File: src/rtl/hlu_pkg.sv
package hlu_pkg;

  localparam int unsigned DATA_W = 32;
  localparam int unsigned SEL_W = 3;
  localparam int unsigned IN_TDATA_W = 40;
  localparam int unsigned HOLDER_W = 2;
  localparam int unsigned TAG_W = 4;

  localparam logic OP_READ = 1'b0;
  localparam logic OP_WRITE = 1'b1;

  localparam logic [SEL_W-1:0] SEL_CORE_STATUS = 3'd0;
  localparam logic [SEL_W-1:0] SEL_APP_REQUEST = 3'd1;
  localparam logic [SEL_W-1:0] SEL_APP_RELEASE = 3'd2;
  localparam logic [SEL_W-1:0] SEL_EXCLUSIVE = 3'd3;
  localparam logic [SEL_W-1:0] SEL_MCU_REQUEST = 3'd4;
  localparam logic [SEL_W-1:0] SEL_MCU_RELEASE = 3'd5;

  localparam logic [HOLDER_W-1:0] HOLDER_IDLE = 2'd0;
  localparam logic [HOLDER_W-1:0] HOLDER_APP = 2'd1;
  localparam logic [HOLDER_W-1:0] HOLDER_MCU = 2'd2;

  localparam logic [TAG_W-1:0] TAG_IDLE = 4'h0;
  localparam logic [TAG_W-1:0] TAG_KEEP = 4'hF;

  typedef struct packed {
    logic [DATA_W-1:0] write_data;
    logic [SEL_W-1:0] reg_select;
    logic op;
  } hlu_cmd_t;

endpackage

File: src/rtl/hlu_lock_core.sv
module hlu_lock_core #(
  parameter int unsigned NUM_CORE_LOCKS = 16,
  parameter int unsigned NUM_EXCL_LOCKS = 8
) (
  input  logic clk,
  input  logic rst_n,
  input  logic cmd_en,
  input  hlu_pkg::hlu_cmd_t cmd,
  output logic [hlu_pkg::DATA_W-1:0] rd_data
);

  logic [hlu_pkg::HOLDER_W-1:0] holder_r [NUM_CORE_LOCKS];
  logic [hlu_pkg::HOLDER_W-1:0] holder_nxt [NUM_CORE_LOCKS];
  logic [hlu_pkg::TAG_W-1:0] tag_r [NUM_EXCL_LOCKS];
  logic [hlu_pkg::TAG_W-1:0] tag_nxt [NUM_EXCL_LOCKS];

  always_comb begin
    logic [hlu_pkg::TAG_W-1:0] code;
    code = hlu_pkg::TAG_IDLE;
    for (int i = 0; i < NUM_CORE_LOCKS; i++) begin
      holder_nxt[i] = holder_r[i];
    end
    for (int j = 0; j < NUM_EXCL_LOCKS; j++) begin
      tag_nxt[j] = tag_r[j];
    end
    rd_data = '0;
    if (cmd.op == hlu_pkg::OP_READ) begin
      unique case (cmd.reg_select)
        hlu_pkg::SEL_CORE_STATUS: begin
          for (int i = 0; i < NUM_CORE_LOCKS; i++) begin
            rd_data[hlu_pkg::HOLDER_W*i +: hlu_pkg::HOLDER_W] = holder_r[i];
          end
        end
        hlu_pkg::SEL_EXCLUSIVE: begin
          for (int j = 0; j < NUM_EXCL_LOCKS; j++) begin
            rd_data[hlu_pkg::TAG_W*j +: hlu_pkg::TAG_W] = tag_r[j];
          end
        end
        default: rd_data = '0;
      endcase
    end else begin
      unique case (cmd.reg_select)
        hlu_pkg::SEL_APP_REQUEST: begin
          for (int i = 0; i < NUM_CORE_LOCKS; i++) begin
            if (cmd.write_data[i] && holder_r[i] == hlu_pkg::HOLDER_IDLE) begin
              holder_nxt[i] = hlu_pkg::HOLDER_APP;
            end
          end
        end
        hlu_pkg::SEL_MCU_REQUEST: begin
          for (int i = 0; i < NUM_CORE_LOCKS; i++) begin
            if (cmd.write_data[i] && holder_r[i] == hlu_pkg::HOLDER_IDLE) begin
              holder_nxt[i] = hlu_pkg::HOLDER_MCU;
            end
          end
        end
        hlu_pkg::SEL_APP_RELEASE: begin
          for (int i = 0; i < NUM_CORE_LOCKS; i++) begin
            if (cmd.write_data[i] && holder_r[i] == hlu_pkg::HOLDER_APP) begin
              holder_nxt[i] = hlu_pkg::HOLDER_IDLE;
            end
          end
        end
        hlu_pkg::SEL_MCU_RELEASE: begin
          for (int i = 0; i < NUM_CORE_LOCKS; i++) begin
            if (cmd.write_data[i] && holder_r[i] == hlu_pkg::HOLDER_MCU) begin
              holder_nxt[i] = hlu_pkg::HOLDER_IDLE;
            end
          end
        end
        hlu_pkg::SEL_EXCLUSIVE: begin
          for (int j = 0; j < NUM_EXCL_LOCKS; j++) begin
            code = cmd.write_data[hlu_pkg::TAG_W*j +: hlu_pkg::TAG_W];
            if (code == hlu_pkg::TAG_IDLE) begin
              tag_nxt[j] = hlu_pkg::TAG_IDLE;
            end else if (code != hlu_pkg::TAG_KEEP && tag_r[j] == hlu_pkg::TAG_IDLE) begin
              tag_nxt[j] = code;
            end
          end
        end
        default: rd_data = '0;
      endcase
    end
  end

  always_ff @(posedge clk) begin
    if (!rst_n) begin
      for (int i = 0; i < NUM_CORE_LOCKS; i++) begin
        holder_r[i] <= hlu_pkg::HOLDER_IDLE;
      end
      for (int j = 0; j < NUM_EXCL_LOCKS; j++) begin
        tag_r[j] <= hlu_pkg::TAG_IDLE;
      end
    end else if (cmd_en) begin
      holder_r <= holder_nxt;
      tag_r <= tag_nxt;
    end
  end

endmodule

File: src/rtl/hardware_lock_unit.sv
// Channel | Port group            | Fields (lowest bit first)
// in      | in_tvalid/tready/data | op[0], reg_select[3:1], write_data[35:4]
// out     | out_tvalid/tready/data| read_data[31:0]
// Takes one item per cycle unless output stalls; out_tvalid comes from the result register.
// Items pass an input register, then the lock state update and result register.
// Reset clears both valid flags and sets every lock to idle.
// A stalled output holds its result and the input register; in_tready falls
// only when both stages are full and out_tready is low.
module hardware_lock_unit #(
  parameter int unsigned NUM_CORE_LOCKS = 16,
  parameter int unsigned NUM_EXCL_LOCKS = 8
) (
  input  logic clk,
  input  logic rst_n,
  input  logic in_tvalid,
  output logic in_tready,
  input  logic [hlu_pkg::IN_TDATA_W-1:0] in_tdata, // op, reg_select, write_data, zero pad
  output logic out_tvalid,
  input  logic out_tready,
  output logic [hlu_pkg::DATA_W-1:0] out_tdata // read_data
);

  logic in_valid_r;
  hlu_pkg::hlu_cmd_t in_cmd_r;
  logic out_valid_r;
  logic [hlu_pkg::DATA_W-1:0] out_data_r;
  logic advance;
  logic [hlu_pkg::DATA_W-1:0] rd_data;

  assign advance = in_valid_r && (!out_valid_r || out_tready);
  assign in_tready = !in_valid_r || advance;

  hlu_lock_core #(
    .NUM_CORE_LOCKS(NUM_CORE_LOCKS),
    .NUM_EXCL_LOCKS(NUM_EXCL_LOCKS)
  ) u_core (
    .clk(clk),
    .rst_n(rst_n),
    .cmd_en(advance),
    .cmd(in_cmd_r),
    .rd_data(rd_data)
  );

  always_ff @(posedge clk) begin
    if (!rst_n) begin
      in_valid_r <= 1'b0;
      out_valid_r <= 1'b0;
    end else begin
      if (in_tready) begin
        in_valid_r <= in_tvalid;
      end
      if (advance) begin
        out_valid_r <= 1'b1;
      end else if (out_tready) begin
        out_valid_r <= 1'b0;
      end
    end
  end

  always_ff @(posedge clk) begin
    if (in_tready && in_tvalid) begin
      in_cmd_r <= in_tdata[$bits(hlu_pkg::hlu_cmd_t)-1:0];
    end
    if (advance) begin
      out_data_r <= rd_data;
    end
  end

  assign out_tvalid = out_valid_r;
  assign out_tdata = out_data_r;

endmodule
File: config.mk
export PLATFORM = sky130hd
export DESIGN_NAME = hardware_lock_unit
export DESIGN_NICKNAME = d
export VERILOG_FILES = /design/src/rtl/hlu_pkg.sv /design/src/rtl/hlu_lock_core.sv /design/src/rtl/hardware_lock_unit.sv
export SDC_FILE = /design/constraint.sdc
export NUM_CORES = 1
export LEC_CHECK = 0
export ABC_AREA = 1
export BUFFER_PORTS_ARGS = -buffer_cell sky130_fd_sc_hd__buf_2
export CELL_PAD_IN_SITES_DETAIL_PLACEMENT = 2
export CELL_PAD_IN_SITES_GLOBAL_PLACEMENT = 2
export CORE_MARGIN = 2
export CORE_UTILIZATION = 36
export DETAILED_ROUTE_END_ITERATION = 10
export PLACE_DENSITY_LB_ADDON = 0.12
export SLEW_MARGIN = 20
export SYNTH_ARGS = -nofsm -noshare
export SYNTH_HDL_FRONTEND = slang
export SYNTH_SLANG_ARGS = --single-unit
export TNS_END_PERCENT = 50
File: constraint.sdc
create_clock -name clk -period 3.9 [get_ports clk]
set_input_delay 0.585 -clock clk [delete_from_list [all_inputs] [get_ports clk]]
set_output_delay 0.585 -clock clk [all_outputs]
set_load 0.005 [all_outputs]
Yosys cells after proc, flatten, opt, wreduce, memory -nomap -nowiden
Index checks and enable logic that the tools add are counted.

storage, ports and cells
  bits of input ports = 44
  logic and storage cells = 352
  register bits after elaboration = 134
  output and inout port bits = 34

operators by class
  muxes and demuxes = 84
  reduce and logical (&&, ||, !) cells = 129
  equality and inequality tests = 109

operators with widths
  operator              count
  $mux W2               64
  $ne A2 B1 Y1 const B  64
  $pmux W32 S4          1
  $reduce_and A7 Y1     16
  $logic_not A4 Y1      16
  $mux W4               16
  $pmux W32 S2          1
  $logic_and A1 B1 Y1   58
  $eq A2 B1 Y1 const B  16
  $eq A2 B2 Y1 const B  16
  $logic_not A2 Y1      16
  $ne A4 B4 Y1 const B  8
  $reduce_and A4 Y1     8
  $reduce_bool A2 Y1    9
  $eq A3 B2 Y1 const B  2
  $eq A3 B3 Y1 const B  2
  $reduce_bool A4 Y1    1
  $eq A3 B1 Y1 const B  1
  $logic_not A3 Y1      1
  $logic_not A1 Y1      2
  $logic_or A1 B1 Y1    2
  $mux W1               2

Depth between registers and ports, before layout
  depth after elaboration = 5
  gate-level depth with buffers = 11
  gate-level depth less buffers = 10

Hierarchy
From an unflattened synthesis, not the netlist that was laid out.

second synthesis, totals
  cell total of the unflattened synthesis = 836
  area total of the unflattened synthesis = 6348.6 um^2

modules (own cells, without submodules)
  module              sequential area each (um^2)  instances  cells each  area an instance (um^2)
  hlu_lock_core       1281.2                       1          755         4211.5
  hardware_lock_unit  2082.0                       1          81          2137.0

Worst setup path after synthesis
Ideal clock, no wire load.

  path kind = in2reg
  from = input out_tready
  to = register in_cmd_r[0] (netlist bit), enable pin
  data required time = 3.509 ns
  buffers on the path = 0
  library setup time = 0.391 ns
  slack = 2.005 ns
  cell stages on the path = 4
  data arrival time = 1.505 ns
  cells stage by stage = inv_2 nand3_1 nand2_1 inv_1

between the ends
  cells in the longest elaborated chain, start to end = 4

ends and longest elaborated chain
  what                  line                      text
  start, declared       hardware_lock_unit.sv:19  input logic out_tready,
  $logic_or A1 B1 Y1    hardware_lock_unit.sv:30  assign advance = in_valid_r && (!out_valid_r || out_tready);
  $logic_and A1 B1 Y1   hardware_lock_unit.sv:30
  $logic_or A1 B1 Y1    hardware_lock_unit.sv:31  assign in_tready = !in_valid_r || advance;
  via in_tready         hardware_lock_unit.sv:16  output logic in_tready,
  $logic_and A1 B1 Y1   hardware_lock_unit.sv:61  if (in_tready && in_tvalid) begin
  end signal, assigned  hardware_lock_unit.sv:62  in_cmd_r <= in_tdata[$bits(hlu_pkg::hlu_cmd_t)-1:0];
  end, declared         hardware_lock_unit.sv:24  hlu_pkg::hlu_cmd_t in_cmd_r;

The timed path passes the listed nets, and every way through them passes these cells.
A chain may end at the register's enable or synchronous reset.

Final worst setup path
  from = register in_cmd_r[3] (netlist bit)
  to = register u_core.tag_r[5] (netlist bit)

between the ends
  cells in the longest elaborated chain, start to end = 2

ends and longest elaborated chain
  what                           line                 text
  $eq A3 B2 Y1                   hlu_lock_core.sv:42  unique case (cmd.reg_select)
  $reduce_and A4 Y1 (no line)    -
  end signal, assigned by index  hlu_lock_core.sv:92  tag_r[j] <= hlu_pkg::TAG_IDLE;
  end signal, assigned           hlu_lock_core.sv:96  tag_r <= tag_nxt;
  end, declared                  hlu_lock_core.sv:14  logic [hlu_pkg::TAG_W-1:0] tag_r [NUM_EXCL_LOCKS];

Every way passes these cells.

==> results.toml <==
[clock_tree]
numCtsBuffers = 17
postCtsSetupBuffers = 0
clk_path_buf_depth = 2
cts_hold_buf = 0
numClockSinks = 134
cts.root.buffer_cell = "clkbuf_16"
ctsResizeCount = 0
clk_pin_slew_ns = 0.07
worst_skew_pair.late_latency_ns = 0.44
cts_tree = "built"
htreeDepth = 4

[placed_design]
placed_cells = 1127
dp.final_hpwl_mm = 15.1
dp_slack_ns = 1.33
placedInstanceArea_mm2 = 0.00699
gp_congestion = 0.783
port_buffers = 73

[yosys]
async_flop_share_pct = 0
ys_ff_latch = 134
yosysMostFrequentCell = "nand2_1"
synth.avg_cell_area_um2 = 7.54
synth_edf_count = 68
synthFlopType = "edfxtp_1"
seq_area_frac_synth_pct = 52.4
synth_top_area_cell = "edfxtp_1"
yosysWarnings = 0
synth_cell_type_count = 28
synth.net_count = 895
synth_commonest_cells = "nand2_1, nor2_1, nand3_1"
netlist_instances = 851
syn_area_mm2 = 0.00642
synthTopCellsByArea = "edfxtp_1, dfxtp_1, nand2_1, nor2_1, nand3_1"
netlist.area_leader.share_pct = 31.8

[sta]
hold-worst-slack_ns = 0.315
clock_skew_ns = 0.0113
hold_viol_final = 0
clock.fmax_ghz = 0.404
finalSetupViolations = 0
slew_headroom_pct = 29.4
fin_ws_ns = 1.43
tns_ns = 0
period_needed_ns = 2.47
rsz0062_at_grt = "false"
worstMarginPinSlew_ns = 1.06
min_period_over_period_pct = 63.4
drv_slew = 0

[detailed_routing]
antenna_left = 0
postRouteWirelength_mm = 22.5
drtIter0Drc = 257
num_vias = 6121
route.detailed.drc = 0
wl_per_cell_um = 19.4
drt_pass1_iterations = 4
via_per_inst = 5.28

[power_and_ir_drop]
ir_drop_mv = 0.347
p_leak_nw = 3.14
finalPower_mw = 3.52
powerDensity_mw_per_mm2 = 464

[floorplan]
top_level_ports = 78
core_mm2 = 0.0174
fp-row-count = 48
die_y_um = 138
die_w_um = 138
die_area_mm2 = 0.0189
start_util_pct = 37.0

[worst_setup_path]
cp-start-kind = "flip-flop"
crit_fanout = 37
path_common_cell = "inv_2"
rrSetupSlack_ns = 1.43
crit_chain = "inv_4 > nand3_1 > inv_2 > nand2_2 > inv_2 > nand2_1 > o21ai_0 > nor2_1"
criticalPathCategory = "flip-flop to flip-flop"
worstPathRequired_ns = 4.22
arrival_ns = 2.79
slowest_stage = "edfxtp_1"
critPathCaptureType = "flip-flop"
max_stage_delay_ns = 0.56

[finish]
num-nets-final = 965
antennaDiodeCount = 0
layout-drive-gt1-share_pct = 14.7
fin_area_mm2 = 0.00759
fin_cells = 1159
syn_to_final_growth_pct = 18.3
final_core_util_pct = 43.8

[global_route]
gr-total-overflow = 0
grt_pass1_vias = 6906
antenna_found_initial = 0
grt_first_pass_wirelength_mm = 35.9
grtUsageTotal_pct = 25.3
grt_max_degree = 49

[run]
cap_violations = 0

[outcome]
status = "complete, no violations"

[min_path]
hold_path_class = "input pin to flip-flop"
-- cell usage in the layout, fill, tap and decap left out, types with 2 or more instances in the layout --
cell type / netlist / final
inv_2: 7 / 7
nor2_4: 2 / 3
clkinv_4: 0 / 2
clkbuf_16: 0 / 17
nand4_1: 11 / 11
dfxtp_1: 66 / 66
nor2_2: 2 / 3
clkinv_1: 1 / 2
nor3_1: 2 / 2
buf_4: 1 / 7
edfxtp_1: 68 / 68
inv_6: 0 / 6
o21ai_0: 17 / 17
inv_8: 0 / 2
nor2_1: 172 / 170
inv_1: 63 / 63
bufinv_16: 0 / 2
a21oi_1: 42 / 42
o21ai_1: 4 / 4
nand3_1: 121 / 121
nand2_2: 6 / 6
buf_2: 5 / 73
nand2_1: 230 / 230
a21oi_2: 3 / 3
-- power breakdown --
part / switching (mW) / total [mW] / internal [mW]
Sequential: 0.0503 / 1.58 / 1.53
Combinational: 0.197 / 0.280 / 0.0827
Clock: 0.700 / 1.66 / 0.960
Total: 0.947 / 3.52 / 2.58
-- layer usage --
layer	GRT usage (%)	vias to the layer above	routed length, um
li1	-	2907	-
met1	27.9	3071	9330
met2	48.0	107	11900
met3	4.49	36	667
met4	9.51	0	532
met5	0	-	0
-- kinds of logic (layout without fill, tap and decap cells) --
logic type / Yosys count / count (layout) / synth area share [%]
and+or+nand+nor: 550 / 550 / 36.0
DFF: 134 / 134 / 52.4
buffers and inverters: 101 / 184 / 6.24
AOI/OAI and AO/OA: 66 / 66 / 5.32
-- flip-flops by register name, summed over array words and instances (netlist names) --
signal and flops:
in_cmd_r 36, out_tdata 32, u_core.holder_r 32, u_core.tag_r 32, in_valid_r 1, out_tvalid 1
-- final cells by class --
class,count,area [um^2]
clock buffer,17,425
multi-input combinational,616,2660
clock inverter,15,169
sequential,134,3360
fill,2008,9760
timing repair buffer,80,418
inverter,72,273
tap,225,282
-- final timing paths --
check | startpoint | end | depth (start not counted)
max reg2reg | in_cmd_r[3]$_DFFE_PP_ | u_core.tag_r[5]$_SDFFE_PN0P_ | 8
min reg2reg | u_core.tag_r[1]$_SDFFE_PN0P_ | u_core.tag_r[1]$_SDFFE_PN0P_ | 2
min | in_tdata[20] | in_cmd_r[20]$_DFFE_PP_ | 1
max | in_cmd_r[3]$_DFFE_PP_ | u_core.tag_r[5]$_SDFFE_PN0P_ | 8
-- worst max-delay path: cells and delay by family (launching register included) --
kind            cells  cell delay [ns]
compound gates      1             0.26
simple gates        4             0.61
buf+inv             3             0.91
flops               1             0.56
Power figures use the tool's default switching activity.
